### config.mk
export PLATFORM = sky130hd
export DESIGN_NAME = adaptive_breakpoint_scan_segmenter_top_flat
export DESIGN_NICKNAME = d
export VERILOG_FILES = /design/src/abss_pkg.sv /design/src/abss_if.sv /design/src/adaptive_breakpoint_scan_segmenter_top.sv /design/src/flat_wrapper.sv
export SDC_FILE = /design/constraint.sdc
export NUM_CORES = 2
export LEC_CHECK = 0
export BUFFER_PORTS_ARGS = -buffer_cell sky130_fd_sc_hd__buf_2
export CAP_MARGIN = 20
export CORE_UTILIZATION = 59
export DETAILED_ROUTE_END_ITERATION = 8
export PLACE_DENSITY = 0.76
export SYNTH_ARGS = -nofsm -noshare
export SYNTH_HDL_FRONTEND = slang
export SYNTH_SLANG_ARGS = --single-unit
### constraint.sdc
create_clock -name i_clk -period 18.6 [get_ports i_clk]
set_clock_uncertainty 0.15 [all_clocks]
set_input_delay 1.86 -clock i_clk [delete_from_list [all_inputs] [get_ports i_clk]]
set_output_delay 1.86 -clock i_clk [all_outputs]
set_load 0.03 [all_outputs]
### src/abss_pkg.sv
package abss_pkg;

    localparam int unsigned CFG_IDX_W    = 3;
    localparam int unsigned CFG_DATA_W   = 16;
    localparam int unsigned RATIO_W      = 16;
    localparam int unsigned LIMIT_W      = 16;
    localparam int unsigned NEAR_NOISE_W = 10;
    localparam int unsigned MIN_LEN_W    = 4;

    // Register indexes of the configuration port.
    localparam logic [CFG_IDX_W-1:0] CFG_RATIO_LOW        = 3'd0;
    localparam logic [CFG_IDX_W-1:0] CFG_RATIO_HIGH       = 3'd1;
    localparam logic [CFG_IDX_W-1:0] CFG_NEAR_RANGE_LIMIT = 3'd2;
    localparam logic [CFG_IDX_W-1:0] CFG_NEAR_NOISE       = 3'd3;
    localparam logic [CFG_IDX_W-1:0] CFG_MIN_SEGMENT_LEN  = 3'd4;

    localparam logic [RATIO_W-1:0]      RST_RATIO_LOW        = 16'd16768;
    localparam logic [RATIO_W-1:0]      RST_RATIO_HIGH       = 16'd16000;
    localparam logic [LIMIT_W-1:0]      RST_NEAR_RANGE_LIMIT = 16'd1000;
    localparam logic [NEAR_NOISE_W-1:0] RST_NEAR_NOISE       = 10'd10;
    localparam logic [MIN_LEN_W-1:0]    RST_MIN_SEGMENT_LEN  = 4'd4;

    // Fraction bits of the band ratios, noise divisor and noise multiple.
    localparam int unsigned Q_SHIFT      = 14;
    localparam int unsigned NOISE_DIV    = 100;
    localparam int unsigned NOISE_SIGMAS = 3;

    typedef struct packed {
        logic [RATIO_W-1:0]      ratio_low;
        logic [RATIO_W-1:0]      ratio_high;
        logic [LIMIT_W-1:0]      near_range_limit;
        logic [NEAR_NOISE_W-1:0] near_noise;
        logic [MIN_LEN_W-1:0]    min_segment_len;
    } t_cfg;

endpackage

### src/abss_if.sv
interface abss_sample_if #(
    parameter int RANGE_BITS = 16
) ();
    logic                  valid;
    logic                  ready;
    logic [RANGE_BITS-1:0] range_sample;
    logic                  scan_last;

    modport source (output valid, range_sample, scan_last, input ready);
    modport sink   (input valid, range_sample, scan_last, output ready);
endinterface

interface abss_result_if #(
    parameter int RANGE_BITS = 16
) ();
    logic                  valid;
    logic                  ready;
    logic [RANGE_BITS-1:0] filtered_range;
    logic                  out_last;

    modport source (output valid, filtered_range, out_last, input ready);
    modport sink   (input valid, filtered_range, out_last, output ready);
endinterface

### src/adaptive_breakpoint_scan_segmenter_top.sv
// Adaptive breakpoint scan segmenter.
// Range samples of a scan enter on i_sample (valid/ready), scan_last on the
// final beam. Every sample leaves exactly once on o_result, in order: unchanged
// if its segment grows past min_segment_len or reaches PENDING_DEPTH, else as zero.
// out_last follows the scan_last of the sample it belongs to.
// Samples are held in a circular buffer of 2*PENDING_DEPTH entries. A sample
// whose segment is already known to be long moves on to the output register
// once the items ahead have left; samples of an open short segment wait until
// a break, the end of the scan or promotion to a long segment decides them.
// Throughput is one item per cycle on each side unless stalled. i_sample.ready
// depends only on buffer occupancy, so a stalled receiver keeps input flowing
// until the buffer fills; o_result then holds its item until it is taken.
// The band test against the previous sample (two 16-bit ratio products and a
// compare) and the previous-range/100 term, formed when a sample is taken,
// set the single-cycle path.
// Reset (synchronous, active low) empties the buffer, starts a new scan and
// loads the default configuration. Configuration is written over i_cfg_*, one
// register per cycle, by the user only while the block is idle (not enforced).
module adaptive_breakpoint_scan_segmenter_top #(
    parameter int PENDING_DEPTH = 16,
    parameter int RANGE_BITS    = 16
) (
    input  logic                             i_clk,
    input  logic                             i_rst_n,
    input  logic                             i_cfg_we,
    input  logic [abss_pkg::CFG_IDX_W-1:0]   i_cfg_idx,
    input  logic [abss_pkg::CFG_DATA_W-1:0]  i_cfg_data,
    abss_sample_if.sink                      i_sample,
    abss_result_if.source                    o_result
);
    import abss_pkg::*;

    localparam int BUF_DEPTH = 2 * PENDING_DEPTH;
    localparam int PTR_W     = $clog2(BUF_DEPTH);
    localparam int XW        = PTR_W + 1;
    localparam int CNT_W     = $clog2(BUF_DEPTH + 1);
    localparam int PEND_W    = $clog2(PENDING_DEPTH + 1);
    localparam int LEN_W     = (PEND_W > MIN_LEN_W) ? PEND_W : MIN_LEN_W;
    localparam int NOISE_W   = (RANGE_BITS - 6 > NEAR_NOISE_W) ? RANGE_BITS - 6 : NEAR_NOISE_W;
    localparam int PROD_W    = RANGE_BITS + RATIO_W;
    localparam int MARG_W    = NOISE_W + Q_SHIFT + 2;
    localparam int SUM_W     = ((PROD_W > MARG_W) ? PROD_W : MARG_W) + 1;
    localparam int CMP_W     = (RANGE_BITS > LIMIT_W) ? RANGE_BITS : LIMIT_W;
    // Reciprocal of the noise divisor; the divisor is below 2^7.
    localparam int DIV_S     = RANGE_BITS + 7;
    localparam int DIV_M_W   = RANGE_BITS + 1;
    localparam int DIV_P_W   = 2 * RANGE_BITS + 1;
    localparam logic [DIV_M_W-1:0] DIV_M = DIV_M_W'((64'd1 << DIV_S) / 64'(NOISE_DIV));

    // Configuration registers.
    t_cfg r_cfg;

    always_ff @(posedge i_clk) begin
        if (!i_rst_n) begin
            r_cfg.ratio_low        <= RST_RATIO_LOW;
            r_cfg.ratio_high       <= RST_RATIO_HIGH;
            r_cfg.near_range_limit <= RST_NEAR_RANGE_LIMIT;
            r_cfg.near_noise       <= RST_NEAR_NOISE;
            r_cfg.min_segment_len  <= RST_MIN_SEGMENT_LEN;
        end else if (i_cfg_we) begin
            case (i_cfg_idx)
                CFG_RATIO_LOW:        r_cfg.ratio_low        <= i_cfg_data[RATIO_W-1:0];
                CFG_RATIO_HIGH:       r_cfg.ratio_high       <= i_cfg_data[RATIO_W-1:0];
                CFG_NEAR_RANGE_LIMIT: r_cfg.near_range_limit <= i_cfg_data[LIMIT_W-1:0];
                CFG_NEAR_NOISE:       r_cfg.near_noise       <= i_cfg_data[NEAR_NOISE_W-1:0];
                CFG_MIN_SEGMENT_LEN:  r_cfg.min_segment_len  <= i_cfg_data[MIN_LEN_W-1:0];
                default: ;
            endcase
        end
    end

    // Segmentation state.
    logic [RANGE_BITS-1:0] r_prev, n_prev;
    logic [NOISE_W-1:0]    r_prev_div, n_prev_div;
    logic                  r_started, n_started;
    logic [PEND_W-1:0]     r_pend, n_pend;
    logic                  r_long, n_long;

    // Buffer state.
    logic [RANGE_BITS:0]   r_mem [BUF_DEPTH];
    logic                  r_zero [BUF_DEPTH];
    logic                  n_zero [BUF_DEPTH];
    logic [PTR_W-1:0]      r_head, n_head;
    logic [PTR_W-1:0]      r_tail, n_tail;
    logic [CNT_W-1:0]      r_cnt, n_cnt;

    // Output register.
    logic                  r_ov, n_ov;
    logic [RANGE_BITS:0]   r_od;
    logic                  r_oz;

    logic push, pop;
    logic [RANGE_BITS-1:0] smp;

    assign smp            = i_sample.range_sample;
    assign i_sample.ready = (r_cnt < CNT_W'(BUF_DEPTH));
    assign push           = i_sample.valid && i_sample.ready;
    assign pop            = (r_cnt > CNT_W'(r_pend)) && (!r_ov || o_result.ready);

    assign o_result.valid          = r_ov;
    assign o_result.filtered_range = r_oz ? '0 : r_od[RANGE_BITS-1:0];
    assign o_result.out_last       = r_od[RANGE_BITS];

    // New sample divided by the noise divisor: reciprocal estimate, then one
    // correction step since the estimate is at most one low.
    logic [DIV_P_W-1:0]    div_prod;
    logic [NOISE_W-1:0]    div_q0;
    logic [RANGE_BITS:0]   div_rem;

    assign div_prod   = DIV_P_W'(smp) * DIV_P_W'(DIV_M);
    assign div_q0     = NOISE_W'(div_prod >> DIV_S);
    assign div_rem    = (RANGE_BITS + 1)'(smp)
                      - (RANGE_BITS + 1)'((RANGE_BITS + 1)'(div_q0)
                                          * (RANGE_BITS + 1)'(NOISE_DIV));
    assign n_prev_div = (div_rem >= (RANGE_BITS + 1)'(NOISE_DIV)) ? div_q0 + 1'b1 : div_q0;
    assign n_prev     = smp;

    // Band test of the new sample against the previous one, all scaled by 2^14.
    logic [NOISE_W-1:0] noise;
    logic [PROD_W-1:0]  prod_lo, prod_hi;
    logic [SUM_W-1:0]   margin, scaled;
    logic               in_band;

    assign noise   = (CMP_W'(r_prev) < CMP_W'(r_cfg.near_range_limit))
                   ? NOISE_W'(r_cfg.near_noise) : r_prev_div;
    assign prod_lo = PROD_W'(r_prev) * PROD_W'(r_cfg.ratio_low);
    assign prod_hi = PROD_W'(r_prev) * PROD_W'(r_cfg.ratio_high);
    assign margin  = (SUM_W'(noise) << Q_SHIFT) * SUM_W'(NOISE_SIGMAS);
    assign scaled  = SUM_W'(smp) << Q_SHIFT;
    assign in_band = (scaled + margin > SUM_W'(prod_lo))
                  && (scaled < SUM_W'(prod_hi) + margin);

    // Segment decisions for the item being taken.
    logic              brk, promote, new_zero, region_set, region_val;
    logic [PEND_W-1:0] pend_a, pend_1;
    logic [PTR_W-1:0]  region_start;

    always_comb begin
        brk        = !r_started || !in_band;
        pend_a     = brk ? '0 : r_pend;
        pend_1     = pend_a + 1'b1;
        promote    = (LEN_W'(pend_1) > LEN_W'(r_cfg.min_segment_len))
                  || (pend_1 >= PEND_W'(PENDING_DEPTH));
        n_pend     = r_pend;
        n_long     = r_long;
        n_started  = r_started;
        new_zero   = 1'b1;
        region_set = 1'b0;
        region_val = 1'b1;

        if (push) begin
            n_started = !i_sample.scan_last;
            // A break zeroes the open short segment; otherwise the open
            // segment shares the fate of the new sample.
            if (brk) begin
                region_set = !r_long && (r_pend != '0);
                region_val = 1'b1;
            end else begin
                region_set = promote || i_sample.scan_last;
                region_val = !promote;
            end

            if ((!brk && r_long) || promote) begin
                n_pend   = '0;
                n_long   = !i_sample.scan_last;
                new_zero = 1'b0;
            end else if (i_sample.scan_last) begin
                n_pend   = '0;
                n_long   = 1'b0;
                new_zero = 1'b1;
            end else begin
                n_pend   = pend_1;
                n_long   = 1'b0;
                new_zero = 1'b1;
            end
        end
    end

    // Open segment occupies the r_pend entries just below the tail.
    always_comb begin
        if (XW'(r_tail) >= XW'(r_pend)) begin
            region_start = PTR_W'(XW'(r_tail) - XW'(r_pend));
        end else begin
            region_start = PTR_W'(XW'(r_tail) + XW'(BUF_DEPTH) - XW'(r_pend));
        end
    end

    always_comb begin
        logic [XW-1:0] offs;
        for (int i = 0; i < BUF_DEPTH; i++) begin
            offs = XW'(i) + XW'(BUF_DEPTH) - XW'(region_start);
            if (offs >= XW'(BUF_DEPTH)) begin
                offs = offs - XW'(BUF_DEPTH);
            end
            n_zero[i] = r_zero[i];
            if (region_set && (offs < XW'(r_pend))) begin
                n_zero[i] = region_val;
            end
            if (push && (r_tail == PTR_W'(i))) begin
                n_zero[i] = new_zero;
            end
        end
    end

    always_comb begin
        n_tail = r_tail;
        n_head = r_head;
        if (push) begin
            n_tail = (r_tail == PTR_W'(BUF_DEPTH - 1)) ? '0 : r_tail + 1'b1;
        end
        if (pop) begin
            n_head = (r_head == PTR_W'(BUF_DEPTH - 1)) ? '0 : r_head + 1'b1;
        end
        n_cnt = CNT_W'(r_cnt + CNT_W'(push) - CNT_W'(pop));
        if (pop) begin
            n_ov = 1'b1;
        end else if (o_result.ready) begin
            n_ov = 1'b0;
        end else begin
            n_ov = r_ov;
        end
    end

    always_ff @(posedge i_clk) begin
        if (!i_rst_n) begin
            r_prev     <= '0;
            r_prev_div <= '0;
            r_started  <= 1'b0;
            r_pend     <= '0;
            r_long     <= 1'b0;
            r_head     <= '0;
            r_tail     <= '0;
            r_cnt      <= '0;
            r_ov       <= 1'b0;
        end else begin
            if (push) begin
                r_prev     <= n_prev;
                r_prev_div <= n_prev_div;
            end
            r_started <= n_started;
            r_pend    <= n_pend;
            r_long    <= n_long;
            r_head    <= n_head;
            r_tail    <= n_tail;
            r_cnt     <= n_cnt;
            r_ov      <= n_ov;
        end
    end

    // Sample memory: written at the tail, read into the output register.
    always_ff @(posedge i_clk) begin
        if (push) begin
            r_mem[r_tail] <= {i_sample.scan_last, smp};
        end
        if (pop) begin
            r_od <= r_mem[r_head];
            r_oz <= r_zero[r_head];
        end
    end

    always_ff @(posedge i_clk) begin
        for (int i = 0; i < BUF_DEPTH; i++) begin
            r_zero[i] <= n_zero[i];
        end
    end

endmodule

### src/flat_wrapper.sv
// flat-port wrapper written by rule: the top's interface ports become plain ports
module adaptive_breakpoint_scan_segmenter_top_flat import abss_pkg::*;
#(
    parameter int PENDING_DEPTH = 16,
    parameter int RANGE_BITS    = 16
)
  (i_clk, i_rst_n, i_cfg_we, i_cfg_idx, i_cfg_data, i_sample_valid, i_sample_range_sample, i_sample_scan_last, i_sample_ready, o_result_valid, o_result_filtered_range, o_result_out_last, o_result_ready);
  abss_sample_if #(.RANGE_BITS(RANGE_BITS)) i_sample_i ();
  abss_result_if #(.RANGE_BITS(RANGE_BITS)) o_result_i ();
  input  logic i_clk;
  input  logic i_rst_n;
  input  logic i_cfg_we;
  input  logic [abss_pkg::CFG_IDX_W-1:0] i_cfg_idx;
  input  logic [abss_pkg::CFG_DATA_W-1:0] i_cfg_data;
  input wire logic [$bits(i_sample_i.valid)-1:0] i_sample_valid;
  input wire logic [$bits(i_sample_i.range_sample)-1:0] i_sample_range_sample;
  input wire logic [$bits(i_sample_i.scan_last)-1:0] i_sample_scan_last;
  output wire logic [$bits(i_sample_i.ready)-1:0] i_sample_ready;
  output wire logic [$bits(o_result_i.valid)-1:0] o_result_valid;
  output wire logic [$bits(o_result_i.filtered_range)-1:0] o_result_filtered_range;
  output wire logic [$bits(o_result_i.out_last)-1:0] o_result_out_last;
  input wire logic [$bits(o_result_i.ready)-1:0] o_result_ready;
  assign i_sample_i.valid = i_sample_valid;
  assign i_sample_i.range_sample = i_sample_range_sample;
  assign i_sample_i.scan_last = i_sample_scan_last;
  assign i_sample_ready = i_sample_i.ready;
  assign o_result_valid = o_result_i.valid;
  assign o_result_filtered_range = o_result_i.filtered_range;
  assign o_result_out_last = o_result_i.out_last;
  assign o_result_i.ready = o_result_ready;
  adaptive_breakpoint_scan_segmenter_top #(.PENDING_DEPTH(PENDING_DEPTH), .RANGE_BITS(RANGE_BITS)) u_core (.i_clk(i_clk), .i_rst_n(i_rst_n), .i_cfg_we(i_cfg_we), .i_cfg_idx(i_cfg_idx), .i_cfg_data(i_cfg_data), .i_sample(i_sample_i), .o_result(o_result_i));
endmodule
Yosys cells after proc, flatten, opt, wreduce, memory -nomap -nowiden --
Memory sizes are Yosys's and may differ from the RTL's. A register that Yosys moved wholly into a read port is not among the register bits. Index checks and enable logic that the tools add are counted.
Storage, ports and cells: register bits after elaboration 112, RAM bits 576, input bits 41, output and inout bits 19, word-level logic and storage cells 444, memories kept 2
Memories:
- u_core.r_mem | depth 32, width 17, rd ports 1, clocked after memory_dff 1, wr ports 1, RTL line adaptive_breakpoint_scan_segmenter_top.sv:80 | logic [RANGE_BITS:0] r_mem [BUF_DEPTH];
- u_core.r_zero | depth 32, width 1, rd ports 1, clocked after memory_dff 1, wr ports 32, RTL line adaptive_breakpoint_scan_segmenter_top.sv:81 | logic r_zero [BUF_DEPTH];
Cells by class: $add $sub $neg 76, multiply operators 5, order comparisons 73, eq/ne operators 68, mux-type cells 116, reductions and logical operators 90
Operators with widths (number):
- >= comparator 6 bit, second input constant | 32
- less-than comparator 6 x 5 -> 1 bit | 32
- 2-to-1 mux 6 bit | 32
- subtractor 6 x 5 -> 6 bit, first input constant | 32
- subtractor 6 bit, second input constant | 32
- == test 5 bit, second input constant | 17
- 2-to-1 mux 1 bit | 75
- logical AND 1 bit | 69
- multiplier 16 x 16 -> 32 bit | 2
- != test 2 bit, second input constant | 32
- == test 5 x 4 -> 1 bit, second input constant | 8
- adder 30 x 33 -> 33 bit | 1
- adder 32 x 33 -> 33 bit | 1
- greater-than comparator 33 x 32 -> 1 bit | 1
- less-than comparator 30 x 33 -> 1 bit | 1
- multiplier 16 x 16 -> 32 bit, second input constant | 1
- 2-to-1 mux 5 bit | 6
- adder 5 x 1 -> 5 bit, second input constant | 4
- == test 5 x 3 -> 1 bit, second input constant | 4
- 2-to-1 mux 10 bit | 2
- >= comparator 17 x 7 -> 1 bit, second input constant | 1
- subtractor 16 x 17 -> 17 bit | 1
- less-than comparator 16 bit | 1
- 2-to-1 mux 16 bit | 1
- other kinds (23) | 40

Depth between registers and ports, before layout --
depth after elaboration 18, mapped depth 56, gate-level depth less buffers 53

Least setup slack after synthesis --
OpenSTA, ideal clock, no wires.
path type input port to flip-flop, start input port i_sample_range_sample[9], end register u_core.r_prev_div[9], library setup time 0.133 ns, arrival time 10.945 ns, data required time 18.317 ns, slack 7.372 ns, stages on the path 40, path buffers 0, path through ha_1 > fa_1 > fa_1 > fa_1 > inv_1 > fa_1 > inv_1 > fa_1 > ha_1 > and3_1 > a221o_1 > a31oi_1 > a31oi_1 > o31ai_1 > nor2b_1 > xnor2_1 > ha_1 > ha_1 > [4 not listed] > a21oi_1 > o21bai_1 > a21oi_1 > o21bai_1 > a21oi_1 > o21bai_1 > a21oi_1 > xor2_1 > ha_1 > xnor2_1 > a21oi_1 > a2111oi_0 > nor4b_1 > nand4_1 > nand3_1 > or3_1 > xnor2_1 > a21oi_1
Between the ends: longest elaborated chain between the ends 5, elaborated cells on any way between the ends 6, those cells by class add/sub (2); mul (2); order compare (1); mux (1)
RTL lines:
- from (decl) | RTL line flat_wrapper.sv:16 | input wire logic [$bits(i_sample_i.range_sample)-1:0] i_sample_range_sample;
- multiplier 16 x 16 -> 32 bit | RTL line adaptive_breakpoint_scan_segmenter_top.sv:110 | assign div_prod = DIV_P_W'(smp) * DIV_P_W'(DIV_M);
- multiplier 10 x 5 -> 15 bit | RTL line adaptive_breakpoint_scan_segmenter_top.sv:114 | * (RANGE_BITS + 1)'(NOISE_DIV));
- subtractor 16 x 17 -> 17 bit | RTL line adaptive_breakpoint_scan_segmenter_top.sv:113 | - (RANGE_BITS + 1)'((RANGE_BITS + 1)'(div_q0)
- >= comparator 17 x 7 -> 1 bit | RTL line adaptive_breakpoint_scan_segmenter_top.sv:115 | assign n_prev_div = (div_rem >= (RANGE_BITS + 1)'(NOISE_DIV)) ? div_q0 + 1'b1 : div_q0;
- 2-to-1 mux 10 bit (*) | RTL line adaptive_breakpoint_scan_segmenter_top.sv:115
- to (signal assigned) | RTL line adaptive_breakpoint_scan_segmenter_top.sv:238 | r_prev_div <= n_prev_div;
- to (decl) | RTL line adaptive_breakpoint_scan_segmenter_top.sv:74 | logic [NOISE_W-1:0] r_prev_div, n_prev_div;
Mark *: on every way between the ends. The rest lies on a longest branch, timed or not. A chain may end at the register's enable or synchronous reset.

==> metrics.csv <==
metric;value;unit
top_layer;met4;
cts_tree;done;
cp-start-kind;register;
setup_slack;5.41;ns
worstSetupEndpointType;register;
synth_edf_count;594;
io_pins;60;
holdBufCountCts;0;
cpPeakStageDelay;0.68;ns
fin_nets;5931;
r2r_setup_slack;5.41;ns
cts_resized;0;
wl_met1;53400;µm
critPathArrivalTime;13.42;ns
syn_avg_cell_area;11.6;µm²
path_class;register to register;
fillCellCount;6881;
max_cap_viol_count;0;
hold_viol;0;
die_w;309;µm
drive_gt1_share;9.96;%
numPlacedInstances;5973;
yosysUniqueCellTypes;85;
wl_per_cell;24.1;µm
cts_root_buf;clkbuf_16;
insertion_delay;0.65;ns
tightest_slew;1.14;ns
gp_congestion;0.926;
grt_pass1_vias;38700;
final_cells;6105;
clk_pin_slew;0.06;ns
drc;0;
via_per_inst;6.16;
hp-class;register to register;
synth_area;55800;µm²
clock_sinks;706;
setup-tns-final;0;ns
post-route-period-util;70.9;%
area_growth;7.24;%
post-place-ws;5.36;ns
crit_buf_inv;6;
grt_pass1_wl;225000;µm
wl_met3;13300;µm
ys_ff_latch;706;
critical_path.top_delay_family;compound AO/OA/AOI/OAI gates;
synth-seq-area-share;36.0;%
postCtsSetupBuffers;0;
grt_max_degree;72;
worst-path-max-fanout;32;
async_flop_share;0;%
synth_nets;5926;
setup_viol;0;
netlist_instances;4789;
drv_slew;0;
cts_buffer_depth;3;
gr-total-overflow;0;
port_buffers;59;
fp.dieArea;95700;µm²
initial_core_util;59.6;%
dp_hpwl;97800;µm
synth_warnings;0;
crit_path_frequent_cell;ha_1;
die_h;309;µm
status;finished clean;
drt-initial-drc-count;3719;
relSlewSlack;24.1;%
worstPathRequired;18.82;ns
row_count;112;
h-tree-depth;3;
drtAntennaViolNets;0;
antenna_found_initial;2;
synthFlopType;edfxtp_1;
numCtsBuffers;71;
hold-worst-slack;0.302;ns
firstDrtPassIters;9;
coreArea;93500;µm²
max_freq;0.0758;GHz
fin_crit;13.19;ns
wl_met2;70700;µm
grt_usage;31.6;%
crit_slowest_cell;dfxtp_1;
rsz0062_at_grt;false;
vias;37600;
wirelength;147000;µm
[cells in the mapped netlist (all sizes together), types with 17 or more instances]
library cell,number,area [µm²]
nand3,53,265
a211oi,20,160
edfxtp,594,17800
mux4,180,4050
xor2,54,473
nand2b,25,156
ha,586,7330
a21o,92,691
mux2,26,297
fa,510,10200
o21ai,97,500
inv,748,2810
dfxtp,112,2240
and3,19,119
nor3,38,195
mux2i,43,430
and2,182,1140
nor2b,36,225
nor2,141,529
buf,31,134
a21oi,174,871
xnor2,76,666
a31oi,17,119
clkbuf,166,623
o21bai,21,158
nand2,579,2170
[sequential cells by signal (all words and copies together) (netlist names)]
name	count
u_core.r_pend	5
u_core.r_cfg	62
u_core.o_result.valid	1
u_core.r_cnt	6
u_core.r_prev	16
u_core.r_tail	5
u_core.r_prev_div	10
u_core.r_head	5
u_core.r_started	1
u_core.r_mem	544
u_core.r_od	17
u_core.r_zero	32
u_core.r_oz	1
u_core.r_long	1
[worst paths after layout]
| path | startpoint | to | cells past startpoint |
|---|---|---|---|
| min reg2reg | u_core.r_cfg[10] | u_core.r_cfg[10] | 2 |
| min | u_core.r_cfg[10] | u_core.r_cfg[10] | 2 |
| max | u_core.r_prev[8] | u_core.r_zero[9] | 51 |
| max reg2reg | u_core.r_prev[8] | u_core.r_zero[9] | 51 |
[cell usage in the layout (no fill, tap or decap), types with 59 or more instances in the layout]
cell type	synthesis	final
xnor2_1	76	75
a21oi_1	174	174
inv_1	747	747
mux4_2	180	180
buf_4	0	68
o21ai_0	70	70
buf_2	8	59
a21o_1	92	92
nand2_1	579	579
ha_1	586	586
edfxtp_1	594	594
nor2_1	141	129
clkbuf_16	0	73
dfxtp_1	112	108
and2_1	182	182
fa_1	510	510
[worst reg2reg max path, delay by kind of cell, from the launching register on]
kind,cells,cell delay (ns)
mux,1,0.42
flops,1,0.68
buf+inv,6,1.19
compound gates,21,5.11
fa+ha+maj,10,3.17
xor+xnor,2,0.38
simple gates,11,1.89
[logic make-up after synthesis]
group	Yosys count	synth area share (%)
adder cells (fa/ha/maj)	1096	31.5
buffers and inverters	946	6.40
AO/OA/AOI/OAI	531	6.17
flip-flops	706	36.0
XOR/XNOR	130	2.04
AND/OR/NAND/NOR	1131	9.34
multiplexers	249	8.58
[per-layer routing]
metal / global-route usage, % / vias to the layer above
li1: - / 16200
met1: 39.9 / 18700
met2: 52.2 / 2133
met3: 4.92 / 486
met4: 17.8 / 0
met5: 0 / -
[per-stage QoR]
step / instance area, µm² / utilization [%]
floorplan: 55800 / -
global placement: 57400 / 61.4
detailed placement: 57400 / 61.5
CTS: 59800 / 63.9
global route: 59800 / 64.0
finish: 59800 / 64.0
[cell type report]
type                            count  area, µm²  share of cell area, %
Multi-Input combinational cell   3137      32200                   53.8
Sequential cell                   706      20100                   33.6
Inverter                          749       2810                   4.70
Clock buffer                       88       1910                   3.20
Tap cell                         1254       1570                   2.62
Timing Repair Buffer              129        832                   1.39
Clock inverter                     40        404                  0.676
Antenna cell                        2       5.00                0.00837
Power is not shown: default switching activity piles up to over one toggle a cycle in this logic, so the estimate is an artifact.
